--- src/design/i2crm_pkg.sv ---
// ----------------------------------------------------------------------------
// i2crm_pkg
// Types and constants shared by the I2C register access master core.
// ----------------------------------------------------------------------------
package i2crm_pkg;

  // Command codes carried by an input request.
  localparam logic [1:0] CMD_NONE  = 2'd0;
  localparam logic [1:0] CMD_WRITE = 2'd1;
  localparam logic [1:0] CMD_READ  = 2'd2;

  // Configuration register indexes.
  localparam logic [1:0] REG_DEV_ADDR  = 2'd0;
  localparam logic [1:0] REG_TICKS_US  = 2'd1;
  localparam logic [1:0] REG_ACK_LIMIT = 2'd2;

  // Reset values of the configuration registers.
  localparam logic [7:0] DEV_ADDR_RST  = 8'd0;
  localparam logic [7:0] TICKS_US_RST  = 8'd1;
  localparam logic [7:0] ACK_LIMIT_RST = 8'd250;

  // Bus sequencer phases.
  localparam logic [3:0] PH_IDLE      = 4'd0;
  localparam logic [3:0] PH_ST_A      = 4'd1;
  localparam logic [3:0] PH_ST_B      = 4'd2;
  localparam logic [3:0] PH_TX_LOW    = 4'd3;
  localparam logic [3:0] PH_TX_HIGH   = 4'd4;
  localparam logic [3:0] PH_TX_TAIL   = 4'd5;
  localparam logic [3:0] PH_ACK_SETUP = 4'd6;
  localparam logic [3:0] PH_ACK_HIGH  = 4'd7;
  localparam logic [3:0] PH_ACK_POLL  = 4'd8;
  localparam logic [3:0] PH_RX_LOW    = 4'd9;
  localparam logic [3:0] PH_RX_HIGH   = 4'd10;
  localparam logic [3:0] PH_NACK_LOW  = 4'd11;
  localparam logic [3:0] PH_NACK_HIGH = 4'd12;
  localparam logic [3:0] PH_SP_A      = 4'd13;
  localparam logic [3:0] PH_SP_B      = 4'd14;

  // Which byte of the access is being acknowledged.
  localparam logic [1:0] STG_ADDR = 2'd0;
  localparam logic [1:0] STG_REG  = 2'd1;
  localparam logic [1:0] STG_DATA = 2'd2;

  // Phase lengths in delay units, as a left shift of the tick rate.
  localparam logic [1:0] SH_UNIT1 = 2'd0;
  localparam logic [1:0] SH_UNIT2 = 2'd1;
  localparam logic [1:0] SH_UNIT4 = 2'd2;

  localparam logic [3:0] BITS_PER_BYTE = 4'd8;

  typedef struct packed {
    logic [7:0] dev_addr;
    logic [7:0] ticks_us;
    logic [7:0] ack_limit;
  } i2crm_cfg_t;

  typedef struct packed {
    logic [3:0] phase;
    logic [3:0] bit_cnt;
    logic [7:0] shift_byte;
    logic [9:0] delay_cnt;
    logic [7:0] timeout_cnt;
    logic       is_read;
    logic [7:0] saved_reg;
    logic [7:0] saved_data;
    logic [7:0] rx_byte;
    logic       err;
    logic [1:0] stage;
  } i2crm_state_t;

  typedef struct packed {
    logic [1:0] command;
    logic [7:0] register_address;
    logic [7:0] write_data;
    logic       sda_level;
  } i2crm_item_t;

  typedef struct packed {
    logic       scl_level;
    logic       sda_pull_low;
    logic       busy_res;
    logic       done_res;
    logic [7:0] read_byte;
    logic       ack_error;
  } i2crm_result_t;

endpackage

--- src/design/i2crm_if.sv ---
// ----------------------------------------------------------------------------
// i2crm_if
// Valid/ready channels of the I2C register access master core.
// ----------------------------------------------------------------------------

// Tick channel: one request per bus tick.
interface i2crm_in_if;
  logic       valid;
  logic       ready;
  logic [1:0] command;
  logic [7:0] register_address;
  logic [7:0] write_data;
  logic       sda_level;

  modport source (output valid, command, register_address, write_data, sda_level,
                  input ready);
  modport sink   (input valid, command, register_address, write_data, sda_level,
                  output ready);
endinterface

// Result channel: one request per accepted tick.
interface i2crm_out_if;
  logic       valid;
  logic       ready;
  logic       scl_level;
  logic       sda_pull_low;
  logic       busy_res;
  logic       done_res;
  logic [7:0] read_byte;
  logic       ack_error;

  modport source (output valid, scl_level, sda_pull_low, busy_res, done_res,
                  read_byte, ack_error, input ready);
  modport sink   (input valid, scl_level, sda_pull_low, busy_res, done_res,
                  read_byte, ack_error, output ready);
endinterface

// Configuration write channel.
interface i2crm_cfg_if;
  logic       valid;
  logic       ready;
  logic [1:0] index;
  logic [7:0] data;

  modport source (output valid, index, data, input ready);
  modport sink   (input valid, index, data, output ready);
endinterface

--- src/design/i2crm_step.sv ---
// ----------------------------------------------------------------------------
// i2crm_step
// Next-state and pin logic of the bus sequencer for one tick.
// ----------------------------------------------------------------------------
module i2crm_step import i2crm_pkg::*; (
  input  i2crm_cfg_t    cfg_i,
  input  i2crm_state_t  cur_i,
  input  i2crm_item_t   item_i,
  output i2crm_state_t  nxt_o,
  output i2crm_result_t res_o
);

  logic       tx_bit;
  logic       scl;
  logic       pull;
  logic       done;
  logic [1:0] shamt;
  logic [9:0] limit;
  logic [9:0] dly_inc;
  logic       tm_done;
  logic [3:0] bit_inc;

  // Pin levels depend on the phase before this tick's update.
  always_comb begin
    tx_bit = ~cur_i.shift_byte[7];
    scl    = 1'b1;
    pull   = 1'b0;
    shamt  = SH_UNIT1;
    unique case (cur_i.phase)
      PH_ST_A: begin
        shamt = SH_UNIT4;
      end
      PH_ST_B: begin
        pull  = 1'b1;
        shamt = SH_UNIT4;
      end
      PH_TX_LOW, PH_TX_TAIL: begin
        scl   = 1'b0;
        pull  = tx_bit;
        shamt = SH_UNIT2;
      end
      PH_TX_HIGH: begin
        pull  = tx_bit;
        shamt = SH_UNIT2;
      end
      PH_ACK_SETUP: begin
        scl = 1'b0;
      end
      PH_RX_LOW, PH_NACK_LOW: begin
        scl   = 1'b0;
        shamt = SH_UNIT2;
      end
      PH_NACK_HIGH: begin
        shamt = SH_UNIT2;
      end
      PH_SP_A: begin
        scl   = 1'b0;
        pull  = 1'b1;
        shamt = SH_UNIT4;
      end
      PH_SP_B: begin
        shamt = SH_UNIT4;
      end
      default: begin
      end
    endcase
  end

  // Shared phase timer: the limit is the unit count times the tick rate.
  assign limit   = {2'b00, cfg_i.ticks_us} << shamt;
  assign dly_inc = cur_i.delay_cnt + 10'd1;
  assign tm_done = (dly_inc >= limit);
  assign bit_inc = cur_i.bit_cnt + 4'd1;

  always_comb begin
    nxt_o = cur_i;
    done  = 1'b0;
    unique case (cur_i.phase)
      PH_IDLE: begin
        if (item_i.command == CMD_WRITE || item_i.command == CMD_READ) begin
          nxt_o.is_read    = (item_i.command == CMD_READ);
          nxt_o.saved_reg  = item_i.register_address;
          nxt_o.saved_data = item_i.write_data;
          nxt_o.err        = 1'b0;
          nxt_o.stage      = STG_ADDR;
          nxt_o.shift_byte = cfg_i.dev_addr;
          nxt_o.phase      = PH_ST_A;
          nxt_o.delay_cnt  = '0;
        end
      end
      PH_ST_A, PH_TX_LOW, PH_TX_HIGH, PH_ACK_SETUP, PH_RX_LOW, PH_NACK_LOW,
      PH_NACK_HIGH, PH_SP_A: begin
        nxt_o.delay_cnt = dly_inc;
        if (tm_done) begin
          nxt_o.delay_cnt = '0;
          unique case (cur_i.phase)
            PH_ST_A:      nxt_o.phase = PH_ST_B;
            PH_TX_LOW:    nxt_o.phase = PH_TX_HIGH;
            PH_TX_HIGH:   nxt_o.phase = PH_TX_TAIL;
            PH_ACK_SETUP: nxt_o.phase = PH_ACK_HIGH;
            PH_RX_LOW:    nxt_o.phase = PH_RX_HIGH;
            PH_NACK_LOW:  nxt_o.phase = PH_NACK_HIGH;
            PH_NACK_HIGH: nxt_o.phase = PH_SP_A;
            default:      nxt_o.phase = PH_SP_B;
          endcase
        end
      end
      PH_ST_B: begin
        nxt_o.delay_cnt = dly_inc;
        if (tm_done) begin
          nxt_o.bit_cnt   = '0;
          nxt_o.phase     = PH_TX_LOW;
          nxt_o.delay_cnt = '0;
        end
      end
      PH_TX_TAIL: begin
        nxt_o.delay_cnt = dly_inc;
        if (tm_done) begin
          nxt_o.shift_byte = {cur_i.shift_byte[6:0], 1'b0};
          nxt_o.bit_cnt    = bit_inc;
          nxt_o.phase      = (bit_inc >= BITS_PER_BYTE) ? PH_ACK_SETUP : PH_TX_LOW;
          nxt_o.delay_cnt  = '0;
        end
      end
      PH_ACK_HIGH: begin
        nxt_o.delay_cnt = dly_inc;
        if (tm_done) begin
          nxt_o.timeout_cnt = '0;
          nxt_o.phase       = PH_ACK_POLL;
          nxt_o.delay_cnt   = '0;
        end
      end
      PH_ACK_POLL: begin
        if (!item_i.sda_level) begin
          nxt_o.delay_cnt = '0;
          priority if (cur_i.stage == STG_ADDR) begin
            nxt_o.stage      = STG_REG;
            nxt_o.shift_byte = cur_i.saved_reg;
            nxt_o.bit_cnt    = '0;
            nxt_o.phase      = PH_TX_LOW;
          end else if (cur_i.stage == STG_REG) begin
            nxt_o.stage = STG_DATA;
            if (cur_i.is_read) begin
              // Repeated start with the read form of the address.
              nxt_o.shift_byte = cfg_i.dev_addr + 8'd1;
              nxt_o.phase      = PH_ST_A;
            end else begin
              nxt_o.shift_byte = cur_i.saved_data;
              nxt_o.bit_cnt    = '0;
              nxt_o.phase      = PH_TX_LOW;
            end
          end else if (cur_i.is_read) begin
            nxt_o.shift_byte = '0;
            nxt_o.bit_cnt    = '0;
            nxt_o.phase      = PH_RX_LOW;
          end else begin
            nxt_o.phase = PH_SP_A;
          end
        end else if (cur_i.timeout_cnt >= cfg_i.ack_limit) begin
          nxt_o.err       = 1'b1;
          nxt_o.phase     = PH_SP_A;
          nxt_o.delay_cnt = '0;
        end else begin
          nxt_o.timeout_cnt = cur_i.timeout_cnt + 8'd1;
        end
      end
      PH_RX_HIGH: begin
        if (cur_i.delay_cnt == '0) begin
          nxt_o.shift_byte = {cur_i.shift_byte[6:0], item_i.sda_level};
        end
        nxt_o.delay_cnt = dly_inc;
        if (tm_done) begin
          nxt_o.bit_cnt   = bit_inc;
          nxt_o.phase     = (bit_inc >= BITS_PER_BYTE) ? PH_NACK_LOW : PH_RX_LOW;
          nxt_o.delay_cnt = '0;
        end
      end
      PH_SP_B: begin
        nxt_o.delay_cnt = dly_inc;
        if (tm_done) begin
          if (cur_i.is_read && !cur_i.err) begin
            nxt_o.rx_byte = cur_i.shift_byte;
          end
          done            = 1'b1;
          nxt_o.phase     = PH_IDLE;
          nxt_o.delay_cnt = '0;
        end
      end
      default: begin
        nxt_o.phase     = PH_IDLE;
        nxt_o.delay_cnt = '0;
      end
    endcase
  end

  always_comb begin
    res_o.scl_level    = scl;
    res_o.sda_pull_low = pull;
    res_o.busy_res     = (nxt_o.phase != PH_IDLE);
    res_o.done_res     = done;
    res_o.read_byte    = nxt_o.rx_byte;
    res_o.ack_error    = nxt_o.err;
  end

endmodule

--- src/design/i2c_register_access_master_core.sv ---
// ----------------------------------------------------------------------------
// i2c_register_access_master_core
// Tick-driven I2C master performing one single-byte register read or write.
// ----------------------------------------------------------------------------
// Each request on the tick channel is one bus tick and carries a command, a
// register number, write data and the sampled SDA level. Every accepted tick
// produces exactly one result request, held in an output register, giving the
// SCL level and SDA pull-down for that tick together with busy, done, the last
// byte read and the acknowledge error flag. A tick is accepted in every cycle
// while the output register is empty or being taken, so the sustained rate is
// one tick per clock and a result appears in the cycle after its tick. Bus
// phases last a multiple of ticks_per_microsecond ticks; a missing
// acknowledge aborts the access through a stop sequence and sets the error
// flag. Configuration writes are always accepted and take effect at once.
// ----------------------------------------------------------------------------
module i2c_register_access_master_core import i2crm_pkg::*; (
  input  logic        clk_i,
  input  logic        rst_ni,
  i2crm_cfg_if.sink   cfg_i,
  i2crm_in_if.sink    in_i,
  i2crm_out_if.source out_o
);

  i2crm_cfg_t    cfg_q;
  i2crm_state_t  state_q;
  i2crm_state_t  state_d;
  i2crm_item_t   item;
  i2crm_result_t res_d;
  i2crm_result_t res_q;
  logic          out_valid_q;
  logic          in_ready;
  logic          in_fire;
  logic          cfg_fire;

  // The output register frees up in the same cycle its request is taken, so
  // a new tick can enter while the previous result is leaving.
  assign in_ready    = !out_valid_q || out_o.ready;
  assign in_i.ready  = in_ready;
  assign in_fire     = in_i.valid && in_ready;
  assign cfg_i.ready = 1'b1;
  assign cfg_fire    = cfg_i.valid;

  assign item.command          = in_i.command;
  assign item.register_address = in_i.register_address;
  assign item.write_data       = in_i.write_data;
  assign item.sda_level        = in_i.sda_level;

  // Configuration registers. An index past the register list is ignored.
  always_ff @(posedge clk_i or negedge rst_ni) begin
    if (!rst_ni) begin
      cfg_q.dev_addr  <= DEV_ADDR_RST;
      cfg_q.ticks_us  <= TICKS_US_RST;
      cfg_q.ack_limit <= ACK_LIMIT_RST;
    end else if (cfg_fire) begin
      unique case (cfg_i.index)
        REG_DEV_ADDR:  cfg_q.dev_addr  <= cfg_i.data;
        REG_TICKS_US:  cfg_q.ticks_us  <= cfg_i.data;
        REG_ACK_LIMIT: cfg_q.ack_limit <= cfg_i.data;
        default: begin
        end
      endcase
    end
  end

  // The whole per-tick update of the sequencer.
  i2crm_step u_step (
    .cfg_i  (cfg_q),
    .cur_i  (state_q),
    .item_i (item),
    .nxt_o  (state_d),
    .res_o  (res_d)
  );

  // Sequencer state advances only on an accepted tick.
  always_ff @(posedge clk_i or negedge rst_ni) begin
    if (!rst_ni) begin
      state_q <= '0;
    end else if (in_fire) begin
      state_q <= state_d;
    end
  end

  always_ff @(posedge clk_i or negedge rst_ni) begin
    if (!rst_ni) begin
      out_valid_q <= 1'b0;
    end else if (in_fire) begin
      out_valid_q <= 1'b1;
    end else if (out_o.ready) begin
      out_valid_q <= 1'b0;
    end
  end

  // Result payload needs no reset; it is qualified by the valid flag.
  always_ff @(posedge clk_i) begin
    if (in_fire) begin
      res_q <= res_d;
    end
  end

  assign out_o.valid        = out_valid_q;
  assign out_o.scl_level    = res_q.scl_level;
  assign out_o.sda_pull_low = res_q.sda_pull_low;
  assign out_o.busy_res     = res_q.busy_res;
  assign out_o.done_res     = res_q.done_res;
  assign out_o.read_byte    = res_q.read_byte;
  assign out_o.ack_error    = res_q.ack_error;

  // A finished access is never reported as still busy.
  a_done_not_busy: assert property (@(posedge clk_i) disable iff (!rst_ni)
    out_valid_q && res_q.done_res |-> !res_q.busy_res)
    else $error("done reported while busy");

  // A stalled result must block the tick channel.
  a_stall_blocks_input: assert property (@(posedge clk_i) disable iff (!rst_ni)
    out_valid_q && !out_o.ready |-> !in_i.ready)
    else $error("tick accepted while result stalled");

  // The phase timer is always cleared on the way back to idle.
  a_idle_timer_clear: assert property (@(posedge clk_i) disable iff (!rst_ni)
    state_q.phase == PH_IDLE |-> state_q.delay_cnt == '0)
    else $error("phase timer running in idle");

  // The acknowledge stage never goes past the data byte.
  a_stage_range: assert property (@(posedge clk_i) disable iff (!rst_ni)
    in_fire |=> state_q.stage != 2'd3)
    else $error("acknowledge stage out of range");

endmodule
--- src/flat_wrapper.sv ---
// flat-port wrapper written by rule: the top's interface ports become plain ports
module i2c_register_access_master_core_flat import i2crm_pkg::*;
  (clk_i, rst_ni, cfg_i_valid, cfg_i_index, cfg_i_data, cfg_i_ready, in_i_valid, in_i_command, in_i_register_address, in_i_write_data, in_i_sda_level, in_i_ready, out_o_valid, out_o_scl_level, out_o_sda_pull_low, out_o_busy_res, out_o_done_res, out_o_read_byte, out_o_ack_error, out_o_ready);
  i2crm_cfg_if cfg_i_i ();
  i2crm_in_if in_i_i ();
  i2crm_out_if out_o_i ();
  input  logic clk_i;
  input  logic rst_ni;
  input wire logic [$bits(cfg_i_i.valid)-1:0] cfg_i_valid;
  input wire logic [$bits(cfg_i_i.index)-1:0] cfg_i_index;
  input wire logic [$bits(cfg_i_i.data)-1:0] cfg_i_data;
  output wire logic [$bits(cfg_i_i.ready)-1:0] cfg_i_ready;
  input wire logic [$bits(in_i_i.valid)-1:0] in_i_valid;
  input wire logic [$bits(in_i_i.command)-1:0] in_i_command;
  input wire logic [$bits(in_i_i.register_address)-1:0] in_i_register_address;
  input wire logic [$bits(in_i_i.write_data)-1:0] in_i_write_data;
  input wire logic [$bits(in_i_i.sda_level)-1:0] in_i_sda_level;
  output wire logic [$bits(in_i_i.ready)-1:0] in_i_ready;
  output wire logic [$bits(out_o_i.valid)-1:0] out_o_valid;
  output wire logic [$bits(out_o_i.scl_level)-1:0] out_o_scl_level;
  output wire logic [$bits(out_o_i.sda_pull_low)-1:0] out_o_sda_pull_low;
  output wire logic [$bits(out_o_i.busy_res)-1:0] out_o_busy_res;
  output wire logic [$bits(out_o_i.done_res)-1:0] out_o_done_res;
  output wire logic [$bits(out_o_i.read_byte)-1:0] out_o_read_byte;
  output wire logic [$bits(out_o_i.ack_error)-1:0] out_o_ack_error;
  input wire logic [$bits(out_o_i.ready)-1:0] out_o_ready;
  assign cfg_i_i.valid = cfg_i_valid;
  assign cfg_i_i.index = cfg_i_index;
  assign cfg_i_i.data = cfg_i_data;
  assign cfg_i_ready = cfg_i_i.ready;
  assign in_i_i.valid = in_i_valid;
  assign in_i_i.command = in_i_command;
  assign in_i_i.register_address = in_i_register_address;
  assign in_i_i.write_data = in_i_write_data;
  assign in_i_i.sda_level = in_i_sda_level;
  assign in_i_ready = in_i_i.ready;
  assign out_o_valid = out_o_i.valid;
  assign out_o_scl_level = out_o_i.scl_level;
  assign out_o_sda_pull_low = out_o_i.sda_pull_low;
  assign out_o_busy_res = out_o_i.busy_res;
  assign out_o_done_res = out_o_i.done_res;
  assign out_o_read_byte = out_o_i.read_byte;
  assign out_o_ack_error = out_o_i.ack_error;
  assign out_o_i.ready = out_o_ready;
  i2c_register_access_master_core u_core (.clk_i(clk_i), .rst_ni(rst_ni), .cfg_i(cfg_i_i), .in_i(in_i_i), .out_o(out_o_i));
endmodule
--- config.mk ---
export PLATFORM = sky130hd
export DESIGN_NAME = i2c_register_access_master_core_flat
export DESIGN_NICKNAME = d
export VERILOG_FILES = /design/src/design/i2crm_pkg.sv /design/src/design/i2crm_if.sv /design/src/design/i2crm_step.sv /design/src/design/i2c_register_access_master_core.sv /design/src/flat_wrapper.sv
export SDC_FILE = /design/constraint.sdc
export NUM_CORES = 1
export LEC_CHECK = 0
export BUFFER_PORTS_ARGS = -buffer_cell sky130_fd_sc_hd__buf_2
export CAP_MARGIN = 20
export CORE_AREA = 2 2 131 133
export DETAILED_ROUTE_END_ITERATION = 16
export DIE_AREA = 0 0 133 135
export GPL_TIMING_DRIVEN = 0
export PLACE_DENSITY = 0.6
export REMOVE_ABC_BUFFERS = 1
export SETUP_SLACK_MARGIN = 0.02
export SLEW_MARGIN = 20
export SYNTH_ARGS = -nofsm -noshare
export SYNTH_HDL_FRONTEND = slang
export SYNTH_SLANG_ARGS = --single-unit
--- constraint.sdc ---
create_clock -name clk_i -period 5.6 [get_ports clk_i]
set_clock_uncertainty 0.05 [all_clocks]
set_input_delay 0.56 -clock clk_i [delete_from_list [all_inputs] [get_ports clk_i]]
set_output_delay 0.56 -clock clk_i [all_outputs]
set_load 0.05 [all_outputs]
==> results of run 1 <==
## sequential cells by signal, summed over array words and instances (netlist names)
name                       cells
u_core.out_o.valid             1
u_core.out_o.sda_pull_low      1
u_core.out_o.ack_error         1
u_core.out_o.busy_res          1
u_core.out_o.read_byte         8
u_core.out_o.done_res          1
u_core.cfg_q                  24
u_core.state_q                62
u_core.out_o.scl_level         1
## layer usage
metal,track usage,vias to the layer above
li1,-,2116
met1,0.209,2081
met2,0.234,141
met3,0.0402,17
met4,0.0466,0
met5,0,-
## cell usage in the layout, fill, tap and decap left out, drive strengths merged, types with 9 or more instances in the layout
| cell | n |
|---|---|
| ha | 24 |
| a21oi | 32 |
| nand2 | 53 |
| inv | 23 |
| dfrtp | 80 |
| o21ai | 45 |
| buf | 49 |
| mux2i | 9 |
| clkbuf | 12 |
| nand2b | 12 |
| edfxtp | 13 |
| nor2 | 40 |
| xor2 | 9 |
| mux2 | 63 |
| nor3 | 10 |
| nand3 | 16 |
## critical path, cell delays in order (launching register included)
cell and delay (ns):
dfrtp_1 0.83, nand2b_1 0.32, a211oi_2 0.73, mux2_2 0.43, ha_1 0.29, a211oi_1 0.24, nor2_1 0.11, a31o_2 0.33
or4b_2 0.62, a32oi_1 0.21, a2bb2oi_1 0.28, nand4_1 0.16
## worst min path at each step
| stage | start | end |
|---|---|---|
| floorplan | rst_ni | u_core.cfg_q[0]$_DFFE_PN0P_ |
| global placement | u_core.state_q[10]$_DFFE_PN0P_ | u_core.state_q[10]$_DFFE_PN0P_ |
| detailed placement | u_core.state_q[9]$_DFFE_PN0P_ | u_core.state_q[9]$_DFFE_PN0P_ |
| CTS | rst_ni | u_core.state_q[3]$_DFFE_PN0P_ |
| global route | rst_ni | u_core.state_q[3]$_DFFE_PN0P_ |
| finish | rst_ni | u_core.state_q[3]$_DFFE_PN0P_ |
## stage by stage
stage	cell area [µm²]	total power, W	hold WS (ns)	instances	util
floorplan	5630	0.00180	0.214	533	-
global placement	6140	0.00203	0.433	801	0.374
detailed placement	6180	0.00208	0.445	802	0.377
CTS	6480	0.00271	0.0941	818	0.395
global route	6490	0.00289	0.110	818	0.396
finish	6490	0.00270	0.0778	818	0.396
## area by class of cell
type | count | area share
clock inverters | 4 | 0.00424
multi-input cells | 412 | 0.460
flip-flops and latches | 100 | 0.397
well taps | 220 | 0.0424
inverters | 21 | 0.0121
repair buffers | 49 | 0.0416
clock buffers | 12 | 0.0430
## cell usage after synthesis, types with 4 or more instances
cell      instances
dfrtp_1          80
mux2_2           63
nand2_1          53
o21ai_0          42
nor2_1           40
a21oi_1          31
ha_1             24
inv_1            20
clkbuf_1         15
nand3_1          15
edfxtp_1         13
nand2b_1         12
mux2i_1           9
xor2_1            9
nor3_1            8
a221oi_1          7
dfstp_2           7
and3_1            6
xnor2_1           6
a21o_1            5
a22o_1            4
a32o_1            4
nor2b_1           4
o31ai_1           4
o41ai_1           4
## cells by family (layout without fill, tap and decap cells)
group,count (synthesis),count (layout)
and+or+nand+nor,165,165
AOI/OAI and AO/OA,135,135
DFF,100,100
muxes,72,72
buffers and inverters,40,86
adders and majority gates,24,24
xor gates and xnor gates,15,15
other,1,1
## power by group
group          internal, W  leakage, nW  switching [W]
clock             0.000357        0.150       0.000272
sequential        0.000911         1.22       0.000216
combinational     0.000417         1.47       0.000526
total              0.00168         2.83        0.00101
==> results.txt, run 1 <==
complex-gate fraction of the synthesized area -> 0.158
CP max FO -> 23
DR pass1 iterations -> 5
R2R Path Start -> u_core.state_q[59]$_DFFE_PN0P_
RSZ-0062 raised after global routing -> no
GP Congestion -> 0.882
Post-CTS Setup Bufs -> 0
Power Density -> 416 nW/µm²
Fill cells -> 1,588
Post-synth top flop -> dfrtp_1
worst vdd ir -> 0.189 mV
final hold vios -> 0
Final Slew Violations -> 0
DRC viols -> 0
largest family of logic cells by synthesized area -> compound AO/OA/AOI/OAI gates
routed length on met2 -> 6.00 mm
Max-slew headroom -> 0.405
first-pass GRT wire length -> 21.7 mm
Clock transition at path regs -> 0.07 ns
largest area contributor in the netlist -> dfrtp_1
CTS tree -> yes
initial antenna violation count -> 0
clock root cell -> clkbuf_16
worst r2r path cells -> 11
proportion of synthesized chip area in sequential cells -> 0.451
DR iter-0 viols -> 391
layout cells sized above 1 -> 0.249
adder-cell share of the synthesized area -> 0.0526
H-tree levels -> 3
CTS Buf Count -> 9
CP required -> 5.63 ns
top-area cell type share of the netlist area -> 0.351
Cell Rows -> 47
DRT met1 WL -> 5.93 mm
Clock Path Buffers -> 2
via count of the first global-routing pass -> 4,181
WS Path Type -> flip-flop to flip-flop
pre-CTS WS -> 0.805 ns
I/O Buffers -> 48
met3 WL -> 877 µm
highest metal used -> met4
ys async rst share -> 0.870
worst reg2reg path endpoint -> u_core.out_o.busy_res$_DFFE_PP_
Hold/Removal Path Class -> input pin to async pin
Synth area leaders -> dfrtp_1, mux2_2, edfxtp_1, ha_1, o21ai_0
Die X-Extent -> 133 µm
largest net degree at the start of global routing -> 61
Core Area -> 16,400 µm²
Max Cap Viol -> 0
Pleak -> 2.83 nW
Critical Path Start -> u_core.state_q[59]$_DFFE_PN0P_
TNS Setup -> 0 ns
Starting Density -> 0.348
Detailed Place HPWL -> 9.51 mm
mux contribution to synthesized area -> 0.140
Yosys cell types -> 65
Post-Synthesis Cells -> 552
flops & latches, synth -> 100
status -> finished clean
Worst-Margin Slew -> 0.890 ns
hold buffer count at cts -> 0
Yosys warning total -> 0
# diodes -> 0
vias -> 4,355
sequential cell area -> 2580 µm²
XOR/XNOR share of the synthesized area -> 0.0230
minimum clock period -> 4.89 ns
Synth Cell Area -> 5710 µm²
Post-CTS Resized -> 0
element type at the critical path end -> flip-flop
EDFF count, synth -> 13
nets -> 651
Clock Latency Late Sink -> 0.36 ns
fin crit share -> 0.873
All-Layer GR Usage -> 0.152
CP endpoint -> u_core.out_o.busy_res$_DFFE_PP_
R2R Setup Slk -> 0.71 ns
area of the multi-input gates -> 2980 µm²
startpoint type of the worst setup path -> flip-flop
via/cell ratio -> 5.32
Max Freq -> 204 MHz
WP data arrival -> 4.92 ns
routed length per instance -> 16.0 µm
Die H -> 135 µm
die area -> 18,000 µm²
setup violators final -> 0
Sink Count -> 100
Post-Synth Simple-Gate Area -> 0.146
final wirelength -> 13.0 mm
Final WS setup -> 0.709 ns
Syn-to-layout area delta -> 13.7%
Post-DRT Antenna Nets -> 0
grt ovf -> 0
syn avg cell area -> 10.3 µm²
I/O pin count -> 50
Note: power is estimated with default switching activity, not from simulation.
==> run 2, diff against run 1 <==
Settings changed: CORE_AREA 2 2 131 133 to 2 2 101 103, DIE_AREA 0 0 133 135 to 0 0 103 105, PLACE_DENSITY 0.6 to 0.88.
==> run 2 against run 1 <==
  * Critical path depth stayed put
  * Sequential cell count stayed put
  * Worst setup slack better by 0.00074 ns
  * Non-clock buffer count stayed put
  * Largest cell class unchanged
  * Largest power group unchanged
==> results.txt, run 2 (synthesis results as in run 1) <==
status -> finished clean
Non-Filler Cell Area, Final -> 6250 µm²
Largest Register -> u_core.state_q
DRC viols -> 0
CTS Buf Count -> 9
sequential cell area -> 2580 µm²
CTS tree -> yes
Clock Path Buffers -> 2
Syn-to-layout area delta -> 9.49%
GP Congestion -> 0.934
Pleak -> 2.77 nW
worst vdd ir -> 0.249 mV
Clock transition at path regs -> 0.10 ns
worst r2r path cells -> 11
Post-CTS Setup Bufs -> 0
Core Area -> 9640 µm²
hold buffer count at cts -> 0
DP Area -> 6060 µm²
vias -> 4,524
first-pass GRT wire length -> 21.0 mm
Fill cells -> 762
H-tree levels -> 3
CP peak stage delay -> 0.83 ns
die area -> 10,800 µm²
RSZ-0062 raised after global routing -> no
commonest non-fill, non-tap cells in the layout -> dfrtp_1, mux2_2, nand2_1
fin crit share -> 0.873
TNS Setup -> 0 ns
Post-CTS Resized -> 0
Final Slew Violations -> 0
I/O Buffers -> 48
Power Density -> 401 nW/µm²
initial antenna violation count -> 0
critical path's slowest cell -> dfrtp_1
CP required -> 5.65 ns
# diodes -> 0
hold slack final -> 0.143 ns
Detailed Place HPWL -> 9.22 mm
max reg flops -> 62
Die X-Extent -> 103 µm
CP max FO -> 23
Die H -> 105 µm
WS Path Type -> flip-flop to flip-flop
Hold/Removal Path Class -> input pin to async pin
R2R Path Start -> u_core.state_q[59]$_DFFE_PN0P_
final hold vios -> 0
via count of the first global-routing pass -> 4,338
element type at the critical path end -> flip-flop
DR pass1 iterations -> 5
worst-path cell chain -> nand2b_1, a211oi_2, mux2_2, ha_1, a211oi_1, nor2_1, a31o_2, or4b_2, a32oi_1, a2bb2oi_1, nand4_1
WP data arrival -> 4.94 ns
Max Freq -> 205 MHz
Critical Path Start -> u_core.state_q[59]$_DFFE_PN0P_
routed length per instance -> 17.2 µm
layout cells sized above 1 -> 0.249
startpoint type of the worst setup path -> flip-flop
worst reg2reg path endpoint -> u_core.out_o.busy_res$_DFFE_PP_
setup violators final -> 0
Max Cap Viol -> 0
Sink Count -> 100
Cell Rows -> 36
final wirelength -> 12.6 mm
clock root cell -> clkbuf_8
CP endpoint -> u_core.out_o.busy_res$_DFFE_PP_
Worst-Margin Slew -> 0.836 ns
Total Power -> 0.00250 W
DR iter-0 viols -> 380
Max-slew headroom -> 0.441
nets -> 651
most common cell after layout, fill and taps aside -> dfrtp_1
largest net degree at the start of global routing -> 48
All-Layer GR Usage -> 0.245
via/cell ratio -> 6.19
minimum clock period -> 4.89 ns
Post-DRT Antenna Nets -> 0
grt ovf -> 0
I/O pin count -> 50
Clock Latency Late Sink -> 0.37 ns
area of the multi-input gates -> 2980 µm²
Starting Density -> 0.592
R2R Setup Slk -> 0.71 ns
[run 2: area by class of cell]
type,instances,share of cell area
Multi-Input combinational cell,412,0.477
Inverter,21,0.0126
Clock inverter,6,0.00881
Sequential cell,100,0.412
Clock buffer,10,0.0204
Timing Repair Buffer,49,0.0420
Tap cell,133,0.0266
[run 2: worst max-delay path, delay by kind of cell, from the launching register on]
kind                       cells  cell delay [ns]
and+or+nand+nor                4             1.17
adders and majority gates      1             0.30
DFF                            1             0.83
AOI/OAI and AO/OA              5             1.85
muxes                          1             0.42
[run 2: worst min-delay path by stage]
stage	start	end	depth (start not counted)
floorplan	rst_ni	u_core.cfg_q[0]$_DFFE_PN0P_	0
global placement	u_core.state_q[9]$_DFFE_PN0P_	u_core.state_q[9]$_DFFE_PN0P_	1
detailed placement	u_core.state_q[3]$_DFFE_PN0P_	u_core.state_q[3]$_DFFE_PN0P_	1
CTS	rst_ni	u_core.cfg_q[14]$_DFFE_PN0P_	1
global route	rst_ni	u_core.state_q[17]$_DFFE_PN0P_	1
finish	rst_ni	u_core.state_q[40]$_DFFE_PN0P_	1
[run 2: layer usage]
metal  GRT usage  routed length [µm]  vias to the layer above
met5           0                   0                        -
met4      0.0883                 410                        0
met3      0.0448                 713                       38
met2       0.390                6170                      207
met1       0.335                5280                     2159
li1            -                   -                     2120
[run 2: power breakdown]
group / switching, W / leakage (nW) / internal, W
combinational: 0.000524 / 1.46 / 0.000416
sequential: 0.000216 / 1.22 / 0.000909
clock: 0.000268 / 0.0869 / 0.000170
total: 0.00101 / 2.77 / 0.00150
[run 2: stage by stage]
stage | util | setup slack (ns) | instances
after floorplan | - | 1.20 | 533
after global placement | 0.626 | 0.406 | 714
after detailed placement | 0.629 | 0.791 | 715
after CTS | 0.648 | 0.790 | 731
after global routing | 0.648 | 0.399 | 731
final | 0.648 | 0.710 | 731
